$ cat config.mk
export PLATFORM = sky130hd
export DESIGN_NAME = paced_priority_notice_queue
export DESIGN_NICKNAME = d
export VERILOG_FILES = /design/src/rtl/ppnq_pkg.sv /design/src/rtl/ppnq_ring.sv /design/src/rtl/ppnq_resq.sv /design/src/rtl/paced_priority_notice_queue.sv
export SDC_FILE = /design/constraint.sdc
export NUM_CORES = 2
export LEC_CHECK = 0
export ABC_AREA = 0
export BUFFER_PORTS_ARGS = -buffer_cell sky130_fd_sc_hd__clkbuf_2
export CAP_MARGIN = 20
export CORE_MARGIN = 8
export CORE_UTILIZATION = 59
export DETAILED_ROUTE_END_ITERATION = 6
export PLACE_DENSITY = 0.86
export SETUP_SLACK_MARGIN = 0.2
export SYNTH_ARGS = -nofsm -noshare
export SYNTH_HDL_FRONTEND = slang
export SYNTH_HIERARCHICAL = 1
export SYNTH_SLANG_ARGS = --single-unit
$ cat constraint.sdc
create_clock -name i_clk -period 10.1 [get_ports i_clk]
set_clock_uncertainty 0.1 [all_clocks]
set_input_delay 1.01 -clock i_clk [delete_from_list [all_inputs] [get_ports i_clk]]
set_output_delay 1.01 -clock i_clk [all_outputs]
set_load 0.1 [all_outputs]
$ cat src/rtl/ppnq_pkg.sv
// shared types and codes for the paced priority notice queue
`default_nettype none

package ppnq_pkg;

    typedef enum logic [1:0] {
        FUNC_RECEIVE = 2'd0,
        FUNC_DISMISS = 2'd1,
        FUNC_TICK    = 2'd2
    } t_func;

    typedef enum logic [2:0] {
        EV_ACCEPTED  = 3'd0,
        EV_PRESENTED = 3'd1,
        EV_POPPED    = 3'd2,
        EV_FULL      = 3'd3,
        EV_BAD_PRI   = 3'd4
    } t_event;

    localparam logic [1:0]  PRI_STANDARD = 2'd0;
    localparam logic [1:0]  PRI_HIGH     = 2'd1;
    localparam logic [15:0] GAP_RESET    = 16'd2000;
    localparam logic [15:0] ELAPSED_MAX  = 16'hFFFF;

    typedef struct packed {
        logic [31:0] id;
        logic [31:0] params;
        logic [7:0]  tag;
        logic        dismissed;
        logic        shown;
    } t_entry;

    typedef struct packed {
        logic add_head;
        logic add_tail;
        logic pop;
        logic dismiss;
        logic show;
    } t_ring_op;

    typedef struct packed {
        t_event      event_res;
        logic [31:0] id;
        logic [31:0] params;
        logic [7:0]  tag;
        logic        last;
    } t_result;

endpackage

`default_nettype wire

$ cat src/rtl/ppnq_ring.sv
// double-ended notice store as a row of shifting cells, head always in cell 0
`default_nettype none

module ppnq_ring #(
    parameter int QUEUE_DEPTH = 16
) (
    input  wire logic                             i_clk,
    input  wire logic                             i_rst_n,
    input  wire ppnq_pkg::t_ring_op               i_op,
    input  wire ppnq_pkg::t_entry                 i_new_entry,
    output ppnq_pkg::t_entry                      o_head,
    output ppnq_pkg::t_entry                      o_second,
    output logic [$clog2(QUEUE_DEPTH + 1) - 1:0]  o_count
);

    localparam int CW = $clog2(QUEUE_DEPTH + 1);

    ppnq_pkg::t_entry r_slot [QUEUE_DEPTH];
    ppnq_pkg::t_entry n_slot [QUEUE_DEPTH];
    ppnq_pkg::t_entry w_head_marked;
    logic [CW-1:0]    r_count;
    logic [CW-1:0]    n_count;

    always_comb begin
        for (int i = 0; i < QUEUE_DEPTH; i++) begin
            n_slot[i] = r_slot[i];
            if (i_op.add_head) begin
                if (i == 0) begin
                    n_slot[i] = i_new_entry;
                end else begin
                    n_slot[i] = r_slot[i-1];
                end
            end else if (i_op.add_tail && (r_count == CW'(i))) begin
                n_slot[i] = i_new_entry;
            end else if (i_op.pop) begin
                if (i == QUEUE_DEPTH - 1) begin
                    n_slot[i] = r_slot[i];
                end else begin
                    n_slot[i] = r_slot[i+1];
                end
            end
        end
        // marks land on the head after any shift
        w_head_marked = n_slot[0];
        if (i_op.dismiss) begin
            w_head_marked.dismissed = 1'b1;
        end
        if (i_op.show) begin
            w_head_marked.shown = 1'b1;
        end
        n_slot[0] = w_head_marked;
    end

    always_ff @(posedge i_clk) begin
        for (int i = 0; i < QUEUE_DEPTH; i++) begin
            r_slot[i] <= n_slot[i];
        end
    end

    always_comb begin
        n_count = r_count;
        if (i_op.add_head || i_op.add_tail) begin
            n_count = r_count + CW'(1);
        end else if (i_op.pop) begin
            n_count = r_count - CW'(1);
        end
    end

    always_ff @(posedge i_clk) begin
        if (!i_rst_n) begin
            r_count <= '0;
        end else begin
            r_count <= n_count;
        end
    end

    assign o_head   = r_slot[0];
    assign o_second = r_slot[1];
    assign o_count  = r_count;

endmodule

`default_nettype wire

$ cat src/rtl/ppnq_resq.sv
// result register with one pending slot for the second result of a tick
`default_nettype none

module ppnq_resq (
    input  wire logic              i_clk,
    input  wire logic              i_rst_n,
    input  wire logic              i_first_vld,
    input  wire ppnq_pkg::t_result i_first,
    input  wire logic              i_second_vld,
    input  wire ppnq_pkg::t_result i_second,
    output logic                   o_pending,
    output logic                   o_vld,
    output ppnq_pkg::t_result      o_result
);

    ppnq_pkg::t_result r_out;
    ppnq_pkg::t_result r_pend;
    logic              r_out_vld;
    logic              r_pend_vld;

    always_ff @(posedge i_clk) begin
        if (!i_rst_n) begin
            r_out_vld  <= 1'b0;
            r_pend_vld <= 1'b0;
        end else if (r_pend_vld) begin
            r_out_vld  <= 1'b1;
            r_pend_vld <= 1'b0;
        end else begin
            r_out_vld  <= i_first_vld;
            r_pend_vld <= i_second_vld;
        end
    end

    always_ff @(posedge i_clk) begin
        if (r_pend_vld) begin
            r_out <= r_pend;
        end else begin
            r_out  <= i_first;
            r_pend <= i_second;
        end
    end

    assign o_pending = r_pend_vld;
    assign o_vld     = r_out_vld;
    assign o_result  = r_out;

endmodule

`default_nettype wire

$ cat src/rtl/paced_priority_notice_queue.sv
// top level: item decode, tag and gap timer, notice ring and result stage
//
//  channel   | signals                                        | handshake
//  ----------+------------------------------------------------+---------------------------
//  item in   | i_func i_note_id i_note_params i_priority_req  | start high, busy low
//            | i_dismiss_tag i_delta_ms                       |
//  result    | o_event_res o_out_id o_out_params o_out_tag    | o_strobe, one cycle each
//            | o_last                                         |
//  config    | i_cfg_wdata (min gap, ms)                      | i_cfg_we
//
// an item is decoded and the ring updated in the cycle it is accepted; its first
// result shows on the next cycle. a tick that pops and then presents has two results:
// busy is high for one cycle while the second leaves the result stage, and no new item
// is taken then; other items let the next in at once. reset is synchronous, active
// low, empties the queue and loads the gap with 2000 ms. the receiver cannot stall.
`default_nettype none

module paced_priority_notice_queue #(
    parameter int QUEUE_DEPTH = 16
) (
    input  wire logic        i_clk,
    input  wire logic        i_rst_n,
    input  wire logic        start,
    output logic             busy,
    input  wire logic [1:0]  i_func,
    input  wire logic [31:0] i_note_id,
    input  wire logic [31:0] i_note_params,
    input  wire logic [1:0]  i_priority_req,
    input  wire logic [7:0]  i_dismiss_tag,
    input  wire logic [15:0] i_delta_ms,
    input  wire logic        i_cfg_we,
    input  wire logic [15:0] i_cfg_wdata,
    output logic             o_strobe,
    output logic [2:0]       o_event_res,
    output logic [31:0]      o_out_id,
    output logic [31:0]      o_out_params,
    output logic [7:0]       o_out_tag,
    output logic             o_last
);

    localparam int CW = $clog2(QUEUE_DEPTH + 1);

    logic [15:0] r_min_gap;
    logic [15:0] r_elapsed;
    logic [15:0] n_elapsed;
    logic [7:0]  r_next_tag;
    logic [7:0]  n_next_tag;

    ppnq_pkg::t_ring_op w_op;
    ppnq_pkg::t_entry   w_new_entry;
    ppnq_pkg::t_entry   w_head;
    ppnq_pkg::t_entry   w_second;
    ppnq_pkg::t_entry   w_after_head;
    logic [CW-1:0]      w_count;
    logic [CW-1:0]      w_count_after;

    ppnq_pkg::t_result  w_first;
    ppnq_pkg::t_result  w_second_res;
    ppnq_pkg::t_result  w_out;
    logic               w_first_vld;
    logic               w_second_vld;
    logic               w_pending;

    logic               w_accept;
    logic               w_has_entry;
    logic [16:0]        w_sum;
    logic [15:0]        w_sat;
    logic               w_fire;
    logic               w_pop;
    logic               w_present;

    assign w_accept    = start && !w_pending;
    assign w_has_entry = (w_count != '0);

    // saturating time sum and gap check for ticks
    assign w_sum   = {1'b0, r_elapsed} + {1'b0, i_delta_ms};
    assign w_sat   = w_sum[16] ? ppnq_pkg::ELAPSED_MAX : w_sum[15:0];
    assign w_fire  = w_has_entry && (w_sat >= r_min_gap);
    assign w_pop   = w_fire && w_head.dismissed;
    assign w_count_after = w_count - CW'(w_pop);
    assign w_after_head  = w_pop ? w_second : w_head;
    assign w_present     = w_fire && (w_count_after != '0) && !w_after_head.shown;

    assign w_new_entry = '{id: i_note_id, params: i_note_params, tag: r_next_tag,
                           dismissed: 1'b0, shown: 1'b0};

    always_comb begin
        w_op         = '0;
        n_elapsed    = r_elapsed;
        n_next_tag   = r_next_tag;
        w_first_vld  = 1'b0;
        w_second_vld = 1'b0;
        w_first      = '{event_res: ppnq_pkg::EV_ACCEPTED, id: i_note_id,
                         params: i_note_params, tag: 8'd0, last: 1'b1};
        w_second_res = '{event_res: ppnq_pkg::EV_PRESENTED, id: w_after_head.id,
                         params: w_after_head.params, tag: w_after_head.tag, last: 1'b1};
        if (w_accept) begin
            case (ppnq_pkg::t_func'(i_func))
                ppnq_pkg::FUNC_RECEIVE: begin
                    w_first_vld = 1'b1;
                    if (i_priority_req != ppnq_pkg::PRI_STANDARD &&
                        i_priority_req != ppnq_pkg::PRI_HIGH) begin
                        w_first.event_res = ppnq_pkg::EV_BAD_PRI;
                    end else if (w_count == CW'(QUEUE_DEPTH)) begin
                        w_first.event_res = ppnq_pkg::EV_FULL;
                    end else begin
                        w_first.tag     = r_next_tag;
                        n_next_tag      = r_next_tag + 8'd1;
                        w_op.add_head   = (i_priority_req == ppnq_pkg::PRI_HIGH);
                        w_op.add_tail   = (i_priority_req == ppnq_pkg::PRI_STANDARD);
                    end
                end
                ppnq_pkg::FUNC_DISMISS: begin
                    w_op.dismiss = w_has_entry && (w_head.tag == i_dismiss_tag);
                end
                ppnq_pkg::FUNC_TICK: begin
                    n_elapsed = w_present ? 16'd0 : w_sat;
                    w_op.pop  = w_pop;
                    w_op.show = w_present;
                    if (w_pop) begin
                        w_first_vld  = 1'b1;
                        w_first      = '{event_res: ppnq_pkg::EV_POPPED, id: w_head.id,
                                         params: w_head.params, tag: w_head.tag,
                                         last: !w_present};
                        w_second_vld = w_present;
                    end else if (w_present) begin
                        w_first_vld = 1'b1;
                        w_first     = w_second_res;
                    end
                end
                default: begin
                end
            endcase
        end
    end

    always_ff @(posedge i_clk) begin
        if (!i_rst_n) begin
            r_min_gap  <= ppnq_pkg::GAP_RESET;
            r_elapsed  <= '0;
            r_next_tag <= '0;
        end else begin
            if (i_cfg_we) begin
                r_min_gap <= i_cfg_wdata;
            end
            r_elapsed  <= n_elapsed;
            r_next_tag <= n_next_tag;
        end
    end

    ppnq_ring #(
        .QUEUE_DEPTH (QUEUE_DEPTH)
    ) u_ring (
        .i_clk       (i_clk),
        .i_rst_n     (i_rst_n),
        .i_op        (w_op),
        .i_new_entry (w_new_entry),
        .o_head      (w_head),
        .o_second    (w_second),
        .o_count     (w_count)
    );

    ppnq_resq u_resq (
        .i_clk        (i_clk),
        .i_rst_n      (i_rst_n),
        .i_first_vld  (w_first_vld),
        .i_first      (w_first),
        .i_second_vld (w_second_vld),
        .i_second     (w_second_res),
        .o_pending    (w_pending),
        .o_vld        (o_strobe),
        .o_result     (w_out)
    );

    assign busy         = w_pending;
    assign o_event_res  = w_out.event_res;
    assign o_out_id     = w_out.id;
    assign o_out_params = w_out.params;
    assign o_out_tag    = w_out.tag;
    assign o_last       = w_out.last;

endmodule

`default_nettype wire

Yosys cells after proc, flatten, opt, wreduce, memory -nomap -nowiden

Memory sizes are Yosys's and may differ from the RTL's.
Cells that the tools add are included.

Latch bits: 0
Logic and storage cells: 166
Input port bits: 112
Bits in registers: 195
Memories: 1
Output and inout port bits: 78
Memory bits (writable): 1184
Memory bits (read-only): 0

Memory list:

| name          | depth | width | rd ports | clocked after Yosys merged registers in | write ports | line            | RTL |
|---|---|---|---|---|---|---|---|
| u_ring.r_slot | 16    | 74    | 16       | 0                                       | 16          | ppnq_ring.sv:18 | `ppnq_pkg::t_entry r_slot [QUEUE_DEPTH];` |

Equal/unequal tests: 21
Bitwise gates (word level): 6
Shift-type cells: 0
Muxes and demuxes: 78
Order comparisons: 1
$add $sub $neg: 5
Reductions and logical operators: 39
Multipliers: 0
Div/mod/pow operators: 0

Operators with widths:

| cell                                                                   | count |
|---|---|
| 74-bit two-way mux                                                     | 50 |
| 75-bit two-way mux                                                     | 1 |
| 73-bit two-way mux                                                     | 1 |
| 64-bit two-way mux                                                     | 1 |
| 5-bit by 4-bit equality test with 1-bit output (second input constant) | 8 |
| 16-bit two-way mux                                                     | 2 |
| 1-bit logical AND                                                      | 23 |
| 5-bit by 3-bit equality test with 1-bit output (second input constant) | 4 |
| 16-bit by 16-bit adder with 17-bit output                              | 1 |
| 16-bit greater-or-equal comparator                                     | 1 |
| 8-bit two-way mux                                                      | 2 |
| 8-bit case mux with 2 select lines                                     | 1 |
| 5-bit two-way mux                                                      | 3 |
| 5-bit by 2-bit equality test with 1-bit output (second input constant) | 2 |
| 1-bit two-way mux                                                      | 10 |
| 5-bit nonzero test                                                     | 2 |
| 8-bit by 1-bit adder with 8-bit output (second input constant)         | 1 |
| 8-bit equality test                                                    | 1 |
| 2-bit two-way mux                                                      | 4 |
| 1-bit inverter                                                         | 6 |
| 3-bit case mux with 2 select lines                                     | 1 |
| 5-bit by 1-bit adder with 5-bit output (second input constant)         | 1 |
| 5-bit by 1-bit equality test with 1-bit output (second input constant) | 1 |
| 5-bit equality test (second input constant)                            | 1 |
| other kinds (17)                                                       | 22 |

Depth between registers and ports, before layout

Depth in word-level cells: 15
Depth in mapped cells: 24

Modules after synthesis

Netlist, hierarchy kept.

By module, submodules not included:

| module                      | cells each | instances | area an instance (um2) |
|---|---|---|---|
| ppnq_ring                   | 6615       | 1         | 64888.5 |
| ppnq_resq                   | 242        | 1         | 4809.6 |
| paced_priority_notice_queue | 513        | 1         | 4703.3 |

Least setup slack after synthesis

Ideal clock, no wire load.

Path kind: input to register
From: input port i_delta_ms[0]
To: memory u_ring/r_slot[0][10] in the netlist's numbering (enable)
Buffers on the path: 3
Path slack: 2675 ps
Arrival: 6882 ps
Required time: 9558 ps
Stages: 18
Path through: ha_1 -> fa_1 -> a21oi_1 -> o211ai_1 -> a21oi_1 -> a31oi_1 -> a21boi_0 -> clkbuf_1 -> nand2_1 -> ha_1 -> nand4_1 -> nor3_1 -> or4b_1 -> a32oi_2 -> and3_1 -> clkbuf_1 -> clkbuf_1 -> nand2b_1

RTL lines:

| element     | line                              | RTL |
|---|---|---|
| from (decl) | paced_priority_notice_queue.sv:30 | `input wire logic [15:0] i_delta_ms,` |
| to (decl)   | ppnq_ring.sv:18                   |  |

==> impl_metrics.csv <==
group,metric,value,unit
setup_path,crit_start,"i_delta_ms[0]",
setup_path,startpoint_type,"input pin",
floorplan,die_y,371,µm
place,place_congestion,0.866,
grt,grt_pass1_wl,310000,µm
sta,period_minus_slack,7.02,ns
setup_path,rrSetupSlack,3.11,ns
sta,finalCritPeriodShare,0.695,
setup_path,endpoint_kind,"register",
sta,setup_ws,3.08,ns
clock_network,cts_setup_buffers,0,
final_layout,layout-drive-gt1-share,0.111,
clock_network,htreeDepth,4,
synth,synth_cells,7369,
synth,ys_warn_count,6,
power,power,0.0123,W
grt,met2_usage,0.417,
setup_path,worstSetupEndpoint,"u_resq/o_result[26]",
flow_run,drv_cap,0,
grt,grt_overflow_total,0,
place,dpl.cell_count,8482,
final_layout,syn_to_final_growth,5.95,%
clock_network,cts_root_buffer,"clkbuf_16",
routing,route.detailed.drc,5,
setup_path,r2r_start,"r_elapsed[0]",
grt,antenna_found_initial,9,
floorplan,coreArea,125000,µm²
power,power_leakage,27.9,nW
floorplan,initial_utilization,0.593,
clock_network,cts_resized,0,
routing,routed-via-count,59049,
routing,vias_per_cell,6.76,
grt,globalRouteMet3Util,0.0634,
floorplan,std_cell_rows,130,
clock_network,cts_buffers,138,
grt,track_usage,0.277,
power,p_per_area,156,nW/µm²
grt,grt-busiest-layer,"met2",
setup_path,crit_path_max_fanout,53,
run_status,violations,"DRC",
floorplan,die_area,138000,µm²
sta,fmax,0.142,GHz
grt,use_met1,0.399,
floorplan,io_pins,190,
floorplan,die_w,371,µm
clock_network,ctsHoldBuffers,0,
sta,slew_viol_final,0,
routing,wirelength,201000,µm
clock_network,cts_tree,"yes",
sta,relSlewSlack,0.0242,
place,dpl.hpwl,122000,µm
place,place_ws,2.41,ns
min_path,hold_path_class,"register to register",
setup_path,cp.arrival,7.56,ns
clock_network,clock_latency,0.77,ns
grt,grt_pass1_vias,54562,
final_layout,nets,7130,
routing,final_antenna_net_count,0,
sta,fin_hold_ws,0.372,ns
setup_path,critPathKind,"input pin to register",
place,numPortBuffers,189,
setup_path,r2r_cells,22,
sta,tightest_slew,1.46,ns
routing,wl_per_cell,23.0,µm
clock_network,clk_path_buf_depth,3,
routing,drt-pass1-iter-count,7,
clock_network,clk_pin_slew_worst_paths,0.06,ns
routing,first_iter_violations,11218,
sta,hold_viol_final,0,
setup_path,required,10.64,ns
power,ir_drop,0.114,mV
grt,grt_max_degree,285,
sta,finalSetupViolCount,0,
final_layout,stdcell_count,8734,
clock_network,cts.sinks,1383,
sta,rsz0062_at_grt,"no",
synth,syn-mean-instance-area,10.1,µm²
setup_path,r2r-end,"u_resq/o_result[26]",
run_status,status,"finished with violations",
synth,syn_area,74400,µm²
sta,setup_tns,0,ns
-- stage by stage --
step,instance area (µm²),util
floorplan,74400,-
global placement,74300,0.592
detailed placement,74300,0.593
CTS,78700,0.628
global route,78800,0.629
finish,78800,0.629
-- cell usage in the layout (no fill, tap or decap), types with 132 or more instances in the layout --
| cell | n |
|---|---|
| nand3_1 | 1042 |
| inv_1 | 1137 |
| o311ai_1 | 545 |
| o311ai_0 | 481 |
| buf_4 | 132 |
| edfxtp_1 | 1258 |
| mux2_2 | 200 |
| nand2_1 | 1145 |
| clkbuf_16 | 145 |
| clkbuf_2 | 189 |
-- worst min path at each step --
stage                      startpoint                  end  slack, ns  cells past startpoint
floorplan                r_elapsed[0]         r_elapsed[0]       0.33                      2
global placement    u_resq/r_pend[74]  u_resq/o_result[74]       0.35                      1
detailed placement  u_resq/r_pend[46]  u_resq/o_result[46]       0.36                      1
CTS                   i_cfg_wdata[10]        r_min_gap[10]       0.34                      3
global route          i_cfg_wdata[10]        r_min_gap[10]       0.37                      3
finish              u_resq/r_pend[47]  u_resq/o_result[47]       0.37                      1
-- layout make-up --
class | count | area (µm²)
fill | 8909 | 46600
multi-input combinational | 3984 | 25600
sequential | 1383 | 40300
inverter | 1138 | 4270
antenna | 6 | 15.0
timing repair buffer | 332 | 2180
tap | 1650 | 2060
clock buffer | 187 | 3840
clock inverter | 54 | 553
-- critical path: stages --
cell	delay, ns
clkbuf_2	0.08
ha_1	0.21
fa_1	0.41
a21oi_1	0.24
o211ai_1	0.15
a21oi_1	0.28
a31oi_1	0.19
a21bo_2	0.28
or3_1	0.39
ha_1	0.34
nand4_1	0.14
nor3_1	0.32
or4b_1	0.51
a32oi_2	0.37
and2_4	0.48
ha_1	0.24
xnor2_1	0.07
nand4_1	0.15
a21oi_1	0.12
nor3_4	0.14
buf_4	0.62
mux2_2	0.42
mux2_2	0.29
-- power by group --
| part | total (W) | switching (W) | internal (W) |
|---|---|---|---|
| Sequential | 0.00640 | 0.0000719 | 0.00633 |
| Combinational | 0.000779 | 0.000544 | 0.000235 |
| Clock | 0.00512 | 0.00216 | 0.00296 |
-- sequential cells by signal, indices dropped and copies added, names as in the netlist --
signal            count
r_min_gap            16
u_ring/r_slot      1184
u_resq/o_vld          1
u_resq/r_pend        76
u_resq/o_result      76
u_resq/o_pending      1
u_ring/o_count        5
r_next_tag            8
r_elapsed            16
-- metal layers --
layer | part of all wire | up-vias | routed length [µm]
li1 | - | 25623 | -
met1 | 0.37 | 27890 | 75000
met2 | 0.45 | 5064 | 89600
met3 | 0.15 | 466 | 30400
met4 | 0.028 | 6 | 5620
met5 | 0.00013 | - | 26
No activity file was read; power rests on OpenSTA's default activity.
